**config.mk**
```make
export PLATFORM = sky130hd
export DESIGN_NAME = lsim_slot_dec
export DESIGN_NICKNAME = d
export VERILOG_FILES = /design/src/rtl/lsim_pkg.sv /design/src/rtl/lsim_slot_dec.sv
export SDC_FILE = /design/constraint.sdc
export NUM_CORES = 1
export LEC_CHECK = 0
export ABC_AREA = 1
export BUFFER_PORTS_ARGS = -buffer_cell sky130_fd_sc_hd__buf_2
export CORE_MARGIN = 8
export CORE_UTILIZATION = 47
export DETAILED_ROUTE_END_ITERATION = 16
export PLACE_DENSITY = 0.95
export RECOVER_POWER = 100
export SYNTH_ARGS = -nofsm -noshare
export SYNTH_HDL_FRONTEND = slang
export SYNTH_SLANG_ARGS = --single-unit
```
**constraint.sdc**
```tcl
create_clock -name vclk -period 6.79
set_clock_uncertainty 0.15 [all_clocks]
set_input_delay 1.0185 -clock vclk [all_inputs]
set_output_delay 1.0185 -clock vclk [all_outputs]
set_load 0.005 [all_outputs]
```
**src/rtl/lsim_pkg.sv**
```systemverilog
// Package for the LoRA segment index mapper.
// Holds sizes, field codes and shared types. No dependencies.
package lsim_pkg;

    localparam int MAX_EXPERTS = 256;
    localparam int MAX_LORAS   = 64;
    localparam int ROW_BITS    = 16;

    localparam int Q_AW      = $clog2(MAX_EXPERTS);
    localparam int PTR_W     = Q_AW + 1;
    localparam int EXP_W     = 8;
    localparam int ENTRY_W   = ROW_BITS + EXP_W;
    localparam int SLOT_W    = $clog2(MAX_LORAS);
    localparam int IDX_W     = 15;
    localparam int CFG_IDX_W = 2;

    localparam logic OP_COUNT = 1'b0;
    localparam logic OP_ROW   = 1'b1;

    localparam logic [2:0] ST_OK       = 3'd0;
    localparam logic [2:0] ST_SLOT_BAD = 3'd1;
    localparam logic [2:0] ST_DISABLED = 3'd2;
    localparam logic [2:0] ST_TAIL     = 3'd3;
    localparam logic [2:0] ST_EXCESS   = 3'd4;

    localparam logic [CFG_IDX_W-1:0] CFG_NUM_ROWS    = 2'd0;
    localparam logic [CFG_IDX_W-1:0] CFG_NUM_EXPERTS = 2'd1;
    localparam logic [CFG_IDX_W-1:0] CFG_NUM_LORAS   = 2'd2;
    localparam logic [CFG_IDX_W-1:0] CFG_MASK        = 2'd3;

    typedef struct packed {
        logic              bad;
        logic [SLOT_W-1:0] slot;
    } t_slot_res;

endpackage

```
**src/rtl/lsim_slot_dec.sv**
```systemverilog
// Float32 slot decoder: truncates a slot value toward zero and flags bad slots.
// Depends on lsim_pkg.
module lsim_slot_dec (
    input  logic [31:0]               i_slot_bits,
    input  logic [6:0]                i_num_loras,
    output lsim_pkg::t_slot_res       o_res
);
    import lsim_pkg::*;

    logic       sign;
    logic [7:0] expo;
    logic       mag_zero;
    logic       too_big;
    logic [2:0] shamt;
    logic [6:0] ival;

    always_comb begin
        sign     = i_slot_bits[31];
        expo     = i_slot_bits[30:23];
        mag_zero = (i_slot_bits[30:0] == 31'd0);
        too_big  = (expo >= 8'd134);
        shamt    = 3'd6 - 3'(expo - 8'd127);
        if (expo < 8'd127) begin
            ival = 7'd0;
        end else if (too_big) begin
            ival = 7'd0;
        end else begin
            ival = {1'b1, i_slot_bits[22:17]} >> shamt;
        end
        o_res.bad  = (sign && !mag_zero) || too_big || (ival >= i_num_loras)
                   || (ival >= 7'(MAX_LORAS));
        o_res.slot = ival[SLOT_W-1:0];
    end
endmodule

```
## Yosys cells after proc, flatten, opt, wreduce, memory -nomap -nowiden

Index checks and enable logic that the tools add are counted.

| storage, ports and cells | value |
|---|---|
| flip-flop bits (word level) | 0 |
| bits of input ports | 39 |
| output and inout port bits | 7 |
| word-level logic and storage cells | 15 |

| cells by class | value |
|---|---|
| add/subtract/negate cells | 2 |
| magnitude comparators | 4 |
| shifts and indexed selects | 1 |
| mux-type cells | 2 |
| reduce and logical (&&, ||, !) cells | 6 |

Operator list:

| kind | count |
|---|---|
| 31-bit zero test | 1 |
| 7-bit two-way mux | 2 |
| 8-bit greater-or-equal comparator, second input constant | 1 |
| 8-bit by 7-bit < comparator with 1-bit output, second input constant | 1 |
| 7-bit greater-or-equal comparator | 1 |
| 7-bit greater-or-equal comparator, second input constant | 1 |
| 7-bit by 3-bit >> shifter with 7-bit output | 1 |
| 1-bit logical OR | 3 |
| 3-bit subtractor, first input constant | 1 |
| 3-bit subtractor, second input constant | 1 |
| 1-bit logical AND | 1 |
| 1-bit zero test | 1 |

## Logic depth before layout (Yosys ltp)

| depth | value |
|---|---|
| word-level depth | 8 |
| gate-level depth with buffers | 17 |
| depth with buffers taken out | 17 |

## Worst setup path after synthesis

No wires, ideal clock.

| path | value |
|---|---|
| path kind | input -> output |
| from | input i_slot_bits[24] |
| to | output o_res[6] in the netlist's numbering |
| data arrival time | 2.742 ns |
| data required time | 5.622 ns |
| path slack | 2.880 ns |
| stages on the path | 15 |
| buffers on the path | 1 |
| path through | inv_1 -> buf_6 -> ha_1 -> inv_1 -> nand3_1 -> a21oi_1 -> ha_1 -> a21oi_1 -> nand2_1 -> nand2_1 -> nand3_1 -> nand2_1 -> inv_1 -> nand2_1 -> nand2_1 |

RTL lines:

| item | line | text |
|---|---|---|
| start, declared | lsim_slot_dec.sv:4 | `input logic [31:0] i_slot_bits,` |
| end, declared | lsim_slot_dec.sv:6 | `output lsim_pkg::t_slot_res o_res` |

==> summary.md <==
| Metric | Value |
|---|---|
| Run status | `finished clean` |
| Ys Warns | `0` |
| Die area | `2755 sq um` |
| Min cycle time layout | `4328 ps` |
| Final Hold Viols | `0` |
| Setup CP Type | `in -> out` |
| Post-DRT Antenna Nets | `0` |
| Die Y | `52.49 um` |
| Setup slack at placement | `2471 ps` |
| Mux cell area share after synthesis | `0` |
| Power per standard cell area | `54.73 nW/um^2` |
| Multi-input gate area | `513.0 sq um` |
| Syn_nets | `173` |
| Final Max Slew Viols | `0` |
| Worst setup EP type | `output port` |
| Worst ir drop on vdd | `0.03207 mV` |
| Largest net degree at the start of global routing | `13` |
| Leakage | `0.5416 nW` |
| Antenna violations before repair | `0` |
| Synth Area in Adders | `0.1400` |
| Cell Count Post-Placement | `186` |
| Iter 0 DRT Violations | `11` |
| Worst Path Arrival | `3160 ps` |
| Top-area cell type share of the netlist area | `0.2340` |
| Num ports | `46` |
| Register Area | `0 sq um` |
| # DRC | `0` |
| Via/cell ratio | `4.774` |
| Router iterations before antenna repair | `4` |
| RSZ-0062 raised after global routing | `no` |
| Post-synthesis compound-gate area fraction | `0.1560` |
| Synth Area in Simple Gates | `0.5240` |
| Final std cells w/o fill | `186` |
| Max Fclk | `0.2310 GHz` |
| Slew at the pin closest to its max-slew limit | `339.6 ps` |
| CP max stage delay | `330 ps` |
| Seq_cells | `0` |
| DR vias | `888` |
| Clkbuf count | `0` |
| Layout area overhead | `35.20%` |
| Slew HR | `0.7734` |
| Commonest non-fill, non-tap cell in the layout | `buf_2` |
| Register area share after synthesis | `0` |
| Routability Congestion | `0.8493` |
| Postcts setup bufs | `0` |
| CP most frequent cell | `nand2_1` |
| Ant. Diodes | `0` |
| GRT Util Overall | `0.1266` |
| NumNets Final | `219` |
| Routed Wire Length | `1.841 mm` |
| Dpl cell area | `852.1 sq um` |
| DR WL/cell | `9.898 um` |
| Post-CTS Hold Buffers | `0` |
| Setup ws final | `2462 ps` |
| Worst Setup Start Kind | `input port` |
| Overall Power | `0.04629 mW` |
| Resized Gates After CTS | `0` |
| Gr ovfl total | `0` |
| Unique masters post-synth | `19` |
| Crit-path slowest cell | `ha_1` |
| Syn Area/Cell | `4.926 sq um` |
| Min-delay worst type | `in -> out` |
| Filler cells | `131` |
| Final core occ | `0.6667` |
| Setup TNS Final | `0 ps` |
| Largest family of logic cells by synthesized area | `simple AND/OR/NAND/NOR gates` |
| Hold Path Stages | `6` |
| Post-DP HPWL | `1.710 mm` |
| CP cell instances | `buf_2, inv_1, ha_1, inv_1, nand3_1, a21oi_1, ha_1, a21oi_1, nand2_1, nand2_1, nand2_1, nand2_1, nand2_1, nand2_1, nand2_1, clkbuf_1` |
| Final setup vio count | `0` |
| CP max FO | `12` |
| Fin crit share | `0.6375` |
| Synth Area in XOR/XNOR | `0` |
| Worst hold slack | `2274 ps` |
| Number of global-route vias before repair | `835` |
| First-pass GRT wire length | `2.960 mm` |
| Max cap viols | `0` |
| Commonest cells after routing, fill and taps aside | `buf_2, nand2_1, nor2_1` |
| Rows | `13` |
| Initial Utilization | `0.4931` |
| Critical path required time | `5620 ps` |
| Final Cell Area | `845.8 sq um` |
| Post-Synthesis Cells | `127` |
| Post-Syn Area | `625.6 sq um` |
| Layout cells sized above 1 | `0.2749` |
| Biggest area consumer among synthesized cells | `nand2_1` |
| # port buffers | `46` |
| Die Width | `52.49 um` |
| CORE AREA | `1269 sq um` |
| Largest cells by area after synthesis | `nand2_1, nor2_1, ha_1` |
[cell families after synthesis]
logic type               Yosys count
adder cells (fa/ha/maj)            7
buffers and inverters             26
AO/OA/AOI/OAI                     15
AND/OR/NAND/NOR                   79
[final cells by class]
class,instances,area share
inverters,24,0.1065
multi-input cells,101,0.6065
repair buffers,46,0.2648
well taps,15,0.02219
[cells in the mapped netlist]
| library cell | count |
|---|---|
| nand3_1 | 8 |
| o21ai_1 | 3 |
| a211oi_1 | 1 |
| a21oi_1 | 4 |
| inv_2 | 1 |
| o21ai_2 | 1 |
| nand3_2 | 1 |
| nor3_1 | 2 |
| o21bai_4 | 1 |
| nand2_2 | 1 |
| nor2_4 | 1 |
| o21ai_0 | 4 |
| buf_6 | 2 |
| or2_1 | 1 |
| nand2_1 | 39 |
| nor2_1 | 26 |
| ha_1 | 7 |
| o211ai_1 | 1 |
| inv_1 | 23 |
[critical path, delay by kind of cell]
kind	cells	cell delay, ps
and+or+nand+nor	8	490
AOI/OAI and AO/OA	2	360
adders and majority gates	2	620
buffers and inverters	4	670
[per-layer routing]
metal	global-route usage	share of wire
met2	0.2470	0.48
met5	0	0
met3	0.01136	0.097
met4	0	0
met1	0.1506	0.43
[where the power goes]
part | switching (mW) | internal (mW)
Clock | 0 | 0
Sequential | 0 | 0
Combinational | 0.0253 | 0.0210
[worst paths after layout]
kind / from / endpoint
max: i_slot_bits[24] / o_res[6]
min: i_slot_bits[31] / o_res[6]
No activity file was read; power rests on OpenSTA's default activity.
