[config.mk]
export PLATFORM = sky130hd
export DESIGN_NAME = lsim_ram
export DESIGN_NICKNAME = d
export VERILOG_FILES = /design/src/rtl/lsim_ram.sv
export SDC_FILE = /design/constraint.sdc
export NUM_CORES = 1
export LEC_CHECK = 0
export BUFFER_PORTS_ARGS = -buffer_cell sky130_fd_sc_hd__buf_2
export CORE_MARGIN = 2
export CORE_UTILIZATION = 57
export CTS_BUF_LIST = sky130_fd_sc_hd__clkbuf_2 sky130_fd_sc_hd__clkbuf_4 sky130_fd_sc_hd__clkbuf_8
export DETAILED_ROUTE_END_ITERATION = 16
export GPL_TIMING_DRIVEN = 1
export PLACE_DENSITY = 0.78
export SYNTH_ARGS = -nofsm -noshare
export SYNTH_HDL_FRONTEND = slang
export SYNTH_SLANG_ARGS = --single-unit
export TNS_END_PERCENT = 50
[constraint.sdc]
create_clock -name i_clk -period 2.1 [get_ports i_clk]
set_clock_uncertainty 0.1 [all_clocks]
set_input_delay 0.525 -clock i_clk [delete_from_list [all_inputs] [get_ports i_clk]]
set_output_delay 0.525 -clock i_clk [all_outputs]
set_load 0.1 [all_outputs]
[src/rtl/lsim_ram.sv]
// Generic simple dual-port RAM with one write port and a registered read.
// No dependencies.
module lsim_ram #(
    parameter int WIDTH = 8,
    parameter int DEPTH = 16
) (
    input  logic                     i_clk,
    input  logic                     i_we,
    input  logic [$clog2(DEPTH)-1:0] i_waddr,
    input  logic [WIDTH-1:0]         i_wdata,
    input  logic [$clog2(DEPTH)-1:0] i_raddr,
    output logic [WIDTH-1:0]         o_rdata
);
    logic [WIDTH-1:0] r_mem [DEPTH];
    logic [WIDTH-1:0] r_rdata;

    always_ff @(posedge i_clk) begin
        if (i_we) begin
            r_mem[i_waddr] <= i_wdata;
        end
        r_rdata <= r_mem[i_raddr];
    end

    assign o_rdata = r_rdata;
endmodule

Yosys cells after proc, flatten, opt, wreduce, memory -nomap -nowiden
Memories as Yosys holds them, arrays and structs flattened. A register that Yosys moved wholly into a read port is not among the register bits. Index checks and enable logic that the tools add are counted.

Multiplexer cells: 2.

Operators with widths (count): two-way mux 1 bit (2).

RAM bits: 128. Memories: 1. Logic and storage cells: 3. Input bits: 18. Flip-flop bits (word level): 0.

Memories: r_mem (depth 16, width 8, rd ports 1, clocked after Yosys merged registers in 1, write ports 1, RTL line 14) `logic [WIDTH-1:0] r_mem [DEPTH];`.

Depth between registers and ports, before layout
Gate-level depths: netlist of run 1.

Word-level depth: 2. Gate-level depth with buffers: 5.

Worst setup path before layout of run 1
No wires, ideal clock.

Path kind: input to register. Start point: input port i_waddr[2]. End point: memory r_mem[0][0], enable pin. Stages on the path: 2. Path slack: -0.018 ns. Arrival: 1.635 ns. Required time: 1.617 ns. Library setup time: 0.383 ns. Cell sequence: or3b_2 > nor3_1.

RTL lines: from (decl) (RTL line 9) `input logic [$clog2(DEPTH)-1:0] i_waddr,`; to (decl) (RTL line 14).

No word-level cell before the write port.

Worst setup path after layout of run 1
Start point: register r_rdata[1], in the netlist o_rdata[1], read port of r_mem. End point: output port o_rdata[1].

RTL lines: from (decl) (RTL line 15) `logic [WIDTH-1:0] r_rdata;`; to (decl) (RTL line 12) `output logic [WIDTH-1:0] o_rdata`.

No word-level cell between the ends.

==> run summary, run 1 <==
die width: 99.0 um
Fin. Hold Viols: 0
I/O pin cnt: 26
Worst Setup End Kind: output pin
hpwl dp: 6510 um
most frequent cells in the layout: edfxtp_1 (128), buf_2 (25), buf_4 (24)
post-synthesis xor/xnor area fraction: 0
R2R Path End: o_rdata[3]
crit-path max FO: 1
family with the most delay on the worst path: buffers and inverters
leading cell type in the layout, fill and taps excluded: edfxtp_1
vias after detailed routing: 2,501
largest family of logic cells by synthesized area: multiplexers
buffers and inverters on the worst path: 1
Register-to-Register Setup Slack: 620 ps
global route total overflow: 0
Synth Area in Compound Gates: 0.0233
vias in the first global route: 2,559
Simple-Gate Fraction of Synth Area: 0.0318
count of nets after finishing: 306
VDD IR max: 0.437 mV
layout cell share with drive strength beyond 1: 0.336
Global Route Usage Sum: 0.217
area of combinational cells with multiple inputs: 1060 um^2
net count after synthesis: 247
Netlist Area Pre-Place: 5150 um^2
Filler cells: 534
num rows: 34
detailed-router iteration count before antenna repair: 5
Final Non-Filler Cells: 409
routed wire length: 9690 um
shortest period the worst path allows: 1800 ps
number of antenna repair diodes: 0
instance count of the mapped netlist: 229
drt via density: 6.11
Synth Area in Adders: 0
global-route wire length before repair: 15,100 um
number of synthesized register bits: 136
RSZ-0062 raised after global routing: no
startpoint class of the critical path: register
Reg-to-Reg Start: r_mem[1][3]
worst-case setup margin in the final layout: 300 ps
root buffer cell: clkbuf_8
type of the setup path with the least slack: register to output pin
slew margin rel.: 0.670
Max Root-Sink Buffers: 2
Critical Path Source: o_rdata[1]
leakage: 2.04 nW
Sink Count: 136
wire per inst: 23.7 um
Worst-path clk slew: 90 ps
post-synthesis area per instance: 22.5 um^2
Critical Path RT: 1470 ps
Critical Path End: o_rdata[1]
Warnings, synthesis: 0
maximum clock frequency: 0.556 GHz
floorplan die area: 9810 um^2
class of the tightest hold or removal check: input port to register
ratio of total power to cell area: 955 nW/um^2
number of maximum-capacitance violations: 0
number of DRC violations after detailed routing: 0
cell depth of the worst setup path: 1
count of final setup violators: 0
worst path arrival time: 1170 ps
Tcrit/Tclk final: 0.857
status: complete, no violations
Seq. cell area: 4000 um^2
initial antenna violation count: 0
number of H-tree branching levels: 4
final estimated routing congestion in global placement: 0.758
number of buffers created by CTS: 17
pin count of the biggest net entering global routing: 17
initial cell density of the core: 0.590
count of different cell masters after synthesis: 19
reg2reg path depth: 3
clock tree from TritonCTS: done
IO Port Bufs: 25
placed insts: 377
CTS resizes: 0
1st-iter DRT viols: 262
chip height: 99.0 um
critical path cell sequence: buf_2
Hold Slack: 373 ps
core area: 8720 um^2
number of max-slew violations in the final report: 0
cell type of the slowest stage on the worst timing path: buf_2
multiplexer fraction of the synthesized cell area: 0.150
remaining number of nets flagged by the antenna check after routing: 0
delay of the slowest cell on the worst path: 420 ps
signed area change from the synthesized netlist to the final layout: 15.5%
source-to-sink clock delay at the later pin of the worst-skew pair: 430 ps
final core utilization: 0.682
share of synthesized area occupied by flip-flops and latches: 0.778
actual transition at the worst max-transition pin: 498 ps
final setup TNS: 0 ps
count of hold buffers inserted by post-cts repair: 0
Post-CTS Setup Bufs: 0
pre-CTS setup slack: 7.31 ps
==> synthesized netlist by cell type (all sizes together) <==
library cell / number / area (um^2)
edfxtp: 128 / 3840
nand3: 1 / 5.00
a22oi: 16 / 120
or3b: 1 / 8.76
mux4: 32 / 773
nand2b: 2 / 12.5
nor2b: 1 / 6.26
buf: 7 / 56.3
and2b: 1 / 7.51
clkdlybuf4s25: 3 / 30.0
nand3b: 2 / 15.0
dfxtp: 8 / 160
nor3: 4 / 20.0
nand2: 9 / 33.8
and2: 1 / 6.26
nor2: 13 / 48.8
==> layer usage <==
layer  wire, um  part of all wire  GRT usage
met5          0                 0          0
met4        170             0.018     0.0780
met3        565             0.058     0.0610
met2       4940              0.51      0.343
met1       4020              0.41      0.295
==> cells by family after synthesis <==
family | count (synthesis)
simple gates | 35
flops | 136
mux | 32
compound gates | 16
buf+inv | 10
==> worst reg2reg max path: stages, from the launching register on <==
cell and delay (ps):
edfxtp_1 370, mux4_1 520, a22oi_1 300, nand2_1 80
==> area by class of cell <==
type / instances / share of cell area
sequential: 136 / 0.673
clock inverter: 12 / 0.0253
tap: 108 / 0.0227
clock buffer: 20 / 0.0452
multi-input combinational: 83 / 0.179
timing repair buffer: 50 / 0.0547
==> worst min-delay path by stage <==
| stage | startpoint | end | slack (ps) | depth (start not counted) |
|---|---|---|---|---|
| after detailed placement | r_mem[14][2] | o_rdata[2] | 560 | 3 |
| final | i_wdata[1] | r_mem[11][1] | 370 | 1 |
| after CTS | i_wdata[2] | r_mem[3][2] | 350 | 1 |
| after global placement | r_mem[12][5] | o_rdata[5] | 550 | 3 |
| after floorplan | i_wdata[0] | r_mem[0][0] | 520 | 0 |
| after global routing | i_wdata[2] | r_mem[3][2] | 360 | 1 |
==> state kept, by name, indices dropped and copies added, names as in the netlist <==
register,cells
r_mem,128
o_rdata,8
==> through the flow <==
| stage | power [mW] | instance area [um^2] |
|---|---|---|
| after floorplan | 3.39 | 5150 |
| after global routing | 5.84 | 5950 |
| after global placement | 3.51 | 5530 |
| after CTS | 5.71 | 5950 |
| after detailed placement | 3.53 | 5530 |
| final | 5.68 | 5950 |
==> power breakdown <==
group | switching [mW] | total (mW) | internal, mW
clock network | 0.972 | 2.22 | 1.25
registers | 0.0161 | 3.05 | 3.03
logic | 0.288 | 0.415 | 0.127
Note: power is estimated with default switching activity, not from simulation.
==> run 2: changes to the inputs <==
- CORE_UTILIZATION: 57 -> 50
- CTS_CLUSTER_DIAMETER: not set -> 50
- PLACE_DENSITY: 0.78 -> 0.7
- SETUP_SLACK_MARGIN: not set -> 0.2
==> run 2 against run 1 <==
- wire length down 3.3%
- clock-buffer cell count unchanged
- die area up 13%
- non-clock buffer count unchanged
- hold slack better by 13 ps
- critical path type unchanged
- largest cell class unchanged
- largest power group unchanged
==> run summary, run 2 (synthesis results as in run 1) <==
Min-Delay Startpoint: i_wdata[3]
status: complete, no violations
Worst-path clk slew: 70 ps (-20 ps)
number of buffers created by CTS: 17 (unchanged)
signed area change from the synthesized netlist to the final layout: 16.9%
global-route wire length before repair: 14,200 um (-5.4%)
family with the most delay on the worst path: buffers and inverters
Largest Register: r_mem
initial antenna violation count: 0 (unchanged)
hpwl dp: 5920 um (-9.1%)
floorplan die area: 11,100 um^2 (+13%)
I/O pin cnt: 26 (unchanged)
core area: 10,100 um^2 (+16%)
maximum clock frequency: 0.549 GHz (-1.2%)
1st-iter DRT viols: 175 (-33%)
Reg-to-Reg Start: r_mem[1][5]
placed inst area: 5590 um^2 (+1.1%)
count of nets after finishing: 306 (unchanged)
layout cell share with drive strength beyond 1: 0.332 (-0.00332)
Tcrit/Tclk final: 0.868 (+0.0107)
CTS resizes: 0 (unchanged)
most frequent cells in the layout: edfxtp_1 (128), buf_2 (25), buf_4 (22)
placed insts: 405 (+7.4%)
source-to-sink clock delay at the later pin of the worst-skew pair: 420 ps (about the same)
Critical Path Source: o_rdata[7]
delay of the slowest cell on the worst path: 430 ps (about the same)
die width: 105 um (+6.5%)
detailed-router iteration count before antenna repair: 4 (-1)
IO Port Bufs: 25 (unchanged)
VDD IR max: 0.535 mV (+22%)
slew margin rel.: 0.669 (-0.00112)
vias in the first global route: 2,519 (-1.6%)
drt via density: 5.65 (-7.6%)
leading cell type in the layout, fill and taps excluded: edfxtp_1
number of max-slew violations in the final report: 0 (unchanged)
buffers and inverters on the worst path: 1 (unchanged)
cell type of the slowest stage on the worst timing path: buf_2
class of the tightest hold or removal check: input port to register
Final Cell Area: 6020 um^2 (+1.2%)
final core utilization: 0.594 (-0.0882)
Global Route Usage Sum: 0.182 (-0.0354)
count of final setup violators: 0 (unchanged)
Sink Count: 136 (unchanged)
count of hold buffers inserted by post-cts repair: 0 (unchanged)
leakage: 2.05 nW (+0.31%)
pre-CTS setup slack: 42.4 ps (+35.1 ps)
worst-case setup margin in the final layout: 278 ps (-22.5 ps)
crit-path max FO: 1 (unchanged)
final estimated routing congestion in global placement: 0.733 (-3.2%)
number of antenna repair diodes: 0 (unchanged)
number of DRC violations after detailed routing: 0 (unchanged)
actual transition at the worst max-transition pin: 500 ps (+1.70 ps)
Final Non-Filler Cells: 437 (+6.8%)
RSZ-0062 raised after global routing: no
Post-CTS Setup Bufs: 0 (unchanged)
shortest period the worst path allows: 1820 ps (+22.5 ps)
critical path cell sequence: buf_2
final setup TNS: 0 ps (unchanged)
Hold Slack: 385 ps (+12.6 ps)
wire per inst: 21.4 um (-9.5%)
Worst Setup End Kind: output pin
chip height: 105 um (+6.5%)
type of the setup path with the least slack: register to output pin
flip-flop count of the largest register, all copies and words added: 128 (unchanged)
initial cell density of the core: 0.508 (-0.0825)
ratio of total power to cell area: 953 nW/um^2 (-0.25%)
number of maximum-capacitance violations: 0 (unchanged)
num rows: 37 (+8.8%)
Overall Power: 5.73 mW (+0.97%)
pin count of the biggest net entering global routing: 33 (+16)
startpoint class of the critical path: register
Max Root-Sink Buffers: 2 (unchanged)
worst path arrival time: 1200 ps (+30 ps)
remaining number of nets flagged by the antenna check after routing: 0 (unchanged)
clock tree from TritonCTS: done
global route total overflow: 0 (unchanged)
Critical Path RT: 1470 ps (about the same)
vias after detailed routing: 2,470 (-1.2%)
routed wire length: 9370 um (-3.3%)
Fin. Hold Viols: 0 (unchanged)
number of H-tree branching levels: 4 (unchanged)
root buffer cell: clkbuf_8
==> run 2: cell count changes in the layout (fill, tap and decap cells not counted), sizes merged <==
cell,change
clkinvlp,+2
inv,+1
bufinv,+1
clkinv,-4
==> run 2: cell type report <==
class                           instances  area (um^2)
Fill cell                             727         4120
Sequential cell                       136         4000
Multi-Input combinational cell         83         1060
Timing Repair Buffer                   50          350
Clock buffer                           20          256
Clock inverter                         12          175
Tap cell                              136          170
==> run 2: where the power goes <==
part	switching (mW)	total, mW	internal (mW)
Sequential	0.0155	3.05	3.03
Combinational	0.287	0.416	0.129
Clock	0.941	2.27	1.33
==> run 2: worst paths after layout <==
| check | cells past startpoint | to | slack [ps] |
|---|---|---|---|
| setup / recovery | 1 | o_rdata[7] | 280 |
| hold / removal | 1 | r_mem[4][3] | 390 |
| setup reg to reg | 3 | o_rdata[5] | 610 |
| hold reg to reg | 3 | o_rdata[3] | 570 |
==> run 2: per-layer routing <==
metal	up-vias	routed length, um	GRT usage
met5	-	0	0
met4	0	93	0.0657
met3	9	684	0.0445
met2	103	4700	0.294
met1	1270	3890	0.242
li1	1088	-	-
==> run 3: changes to the inputs <==
- CELL_PAD_IN_SITES_DETAIL_PLACEMENT: not set -> 1
- CELL_PAD_IN_SITES_GLOBAL_PLACEMENT: not set -> 1
- PLACE_DENSITY: 0.7 -> not set
- PLACE_DENSITY_LB_ADDON: not set -> 0.1
==> run 3 against run 2 <==
- largest cell class unchanged
- critical path type unchanged
- combinational power rose by 2%
- sequential cell count did not move
- die area did not move
==> run summary, run 3 (synthesis results as in run 1) <==
remaining number of nets flagged by the antenna check after routing: 0 (unchanged)
Sink Count: 136 (unchanged)
Final Non-Filler Cells: 439 (+0.46%)
sum of met3 wire segment lengths after detailed routing: 446 um (-35%)
count of final setup violators: 0 (unchanged)
routed wire length: 10,400 um (+11%)
worst-case setup margin in the final layout: 263 ps (-14.9 ps)
type of the setup path with the least slack: register to output pin
signed area change from the synthesized netlist to the final layout: 17.0% (about the same)
Fin. Hold Viols: 0 (unchanged)
final estimated routing congestion in global placement: 0.769 (+4.8%)
Worst Setup End Kind: output pin
layout cell share with drive strength beyond 1: 0.333 (+0.00111)
final core utilization: 0.594 (about the same)
pre-CTS setup slack: 11.3 ps (-31.1 ps)
floorplan die area: 11,100 um^2 (unchanged)
startpoint class of the critical path: register
class of the tightest hold or removal check: input port to register
Filler cells: 890 (+22%)
vias after detailed routing: 2,480 (+0.40%)
placed inst area: 5600 um^2 (+0.27%)
count of nets after finishing: 308 (+0.65%)
number of antenna repair diodes: 0 (unchanged)
Global Route Usage Sum: 0.206 (+0.0246)
number of H-tree branching levels: 4 (unchanged)
I/O pin cnt: 26 (unchanged)
clock tree from TritonCTS: done
slew margin rel.: 0.674 (+0.00509)
die width: 105 um (unchanged)
Largest Register: r_mem
flip-flop count of the largest register, all copies and words added: 128 (unchanged)
chip height: 105 um (unchanged)
leading cell type in the layout, fill and taps excluded: edfxtp_1
wire per inst: 23.7 um (+11%)
ratio of total power to cell area: 948 nW/um^2 (-0.49%)
shortest period the worst path allows: 1840 ps (+14.9 ps)
count of hold buffers inserted by post-cts repair: 0 (unchanged)
detailed-router iteration count before antenna repair: 4 (unchanged)
VDD IR max: 0.432 mV (-19%)
num rows: 37 (unchanged)
most frequent cells in the layout: edfxtp_1 (128), buf_4 (25), buf_2 (24)
crit-path max FO: 1 (unchanged)
number of maximum-capacitance violations: 0 (unchanged)
global route total overflow: 0 (unchanged)
area of combinational cells with multiple inputs: 1060 um^2 (unchanged)
Tcrit/Tclk final: 0.875 (+0.00712)
initial antenna violation count: 0 (unchanged)
drt via density: 5.65 (about the same)
IO Port Bufs: 25 (unchanged)
worst path arrival time: 1210 ps (about the same)
maximum clock frequency: 0.544 GHz (-0.81%)
global-route wire length before repair: 15,900 um (+12%)
Worst-path clk slew: 70 ps (about the same)
1st-iter DRT viols: 166 (-5.1%)
placed insts: 407 (+0.49%)
Seq. cell area: 4000 um^2 (unchanged)
source-to-sink clock delay at the later pin of the worst-skew pair: 430 ps (about the same)
RSZ-0062 raised after global routing: no
number of max-slew violations in the final report: 0 (unchanged)
highest metal layer with signal wires: met4
routed wl met2: 5390 um (+15%)
initial cell density of the core: 0.508 (unchanged)
actual transition at the worst max-transition pin: 492 ps (-7.69 ps)
Critical Path RT: 1470 ps (about the same)
leakage: 2.06 nW (+0.68%)
Final Cell Area: 6020 um^2 (about the same)
Max Root-Sink Buffers: 2 (unchanged)
delay of the slowest cell on the worst path: 430 ps (about the same)
family with the most delay on the worst path: buffers and inverters
number of buffers created by CTS: 17 (unchanged)
cell type of the slowest stage on the worst timing path: buf_2
number of DRC violations after detailed routing: 0 (unchanged)
pin count of the biggest net entering global routing: 20 (-39%)
core area: 10,100 um^2 (unchanged)
vias in the first global route: 2,621 (+4.0%)
status: complete, no violations
hpwl dp: 6920 um (+17%)
final setup TNS: 0 ps (unchanged)
root buffer cell: clkbuf_8
buffers and inverters on the worst path: 1 (unchanged)
met1 layer wirelength in the final routing: 4390 um (+13%)
critical path cell sequence: buf_2
==> run 3: changes by cell type in the layout (fill, tap and decap cells not counted), sizes merged <==
cell	before	now
buf	50	52
clkbuf	20	17
clkinv	3	9
clkinvlp	4	2
inv	1	0
==> run 3: path summary, 6_finish.rpt <==
check	startpoint	end	slack, ps	cells after the start
min	i_wdata[3]	r_mem[12][3]	370	1
max	o_rdata[6]	o_rdata[6]	260	1
min reg2reg	r_mem[12][1]	o_rdata[1]	580	3
max reg2reg	r_mem[1][1]	o_rdata[1]	610	3
==> run 3: layout make-up <==
type	count	area share
tap	136	0.0283
sequential	136	0.665
clock buffer	17	0.0389
multi-input combinational	83	0.176
timing repair buffer	52	0.0611
clock inverter	15	0.0305
==> run 3: timing repair <==
| item | CTS | global route |
|---|---|---|
| endpoints found under the setup margin | 1 | 0 |
| buffers inserted | 0 | 0 |
| resized for setup | 1 | 0 |
==> run 3: layer usage <==
layer	GRT usage	vias to the layer above
met5	0	-
met2	0.329	64
met3	0.0538	13
li1	-	1094
met4	0.0800	0
met1	0.274	1309
==> run 3: stage by stage <==
| step | hold WS [ps] | power (mW) |
|---|---|---|
| detailed placement | 576 | 3.54 |
| global placement | 555 | 3.52 |
| floorplan | 524 | 3.39 |
| CTS | 355 | 5.76 |
| global route | 371 | 5.87 |
| finish | 375 | 5.71 |
==> run 3: report_power, final <==
group	switching, mW	leakage, nW	total, mW	internal, mW
registers	0.0192	1.22	3.05	3.03
clock network	0.960	0.208	2.23	1.27
logic	0.294	0.629	0.426	0.132
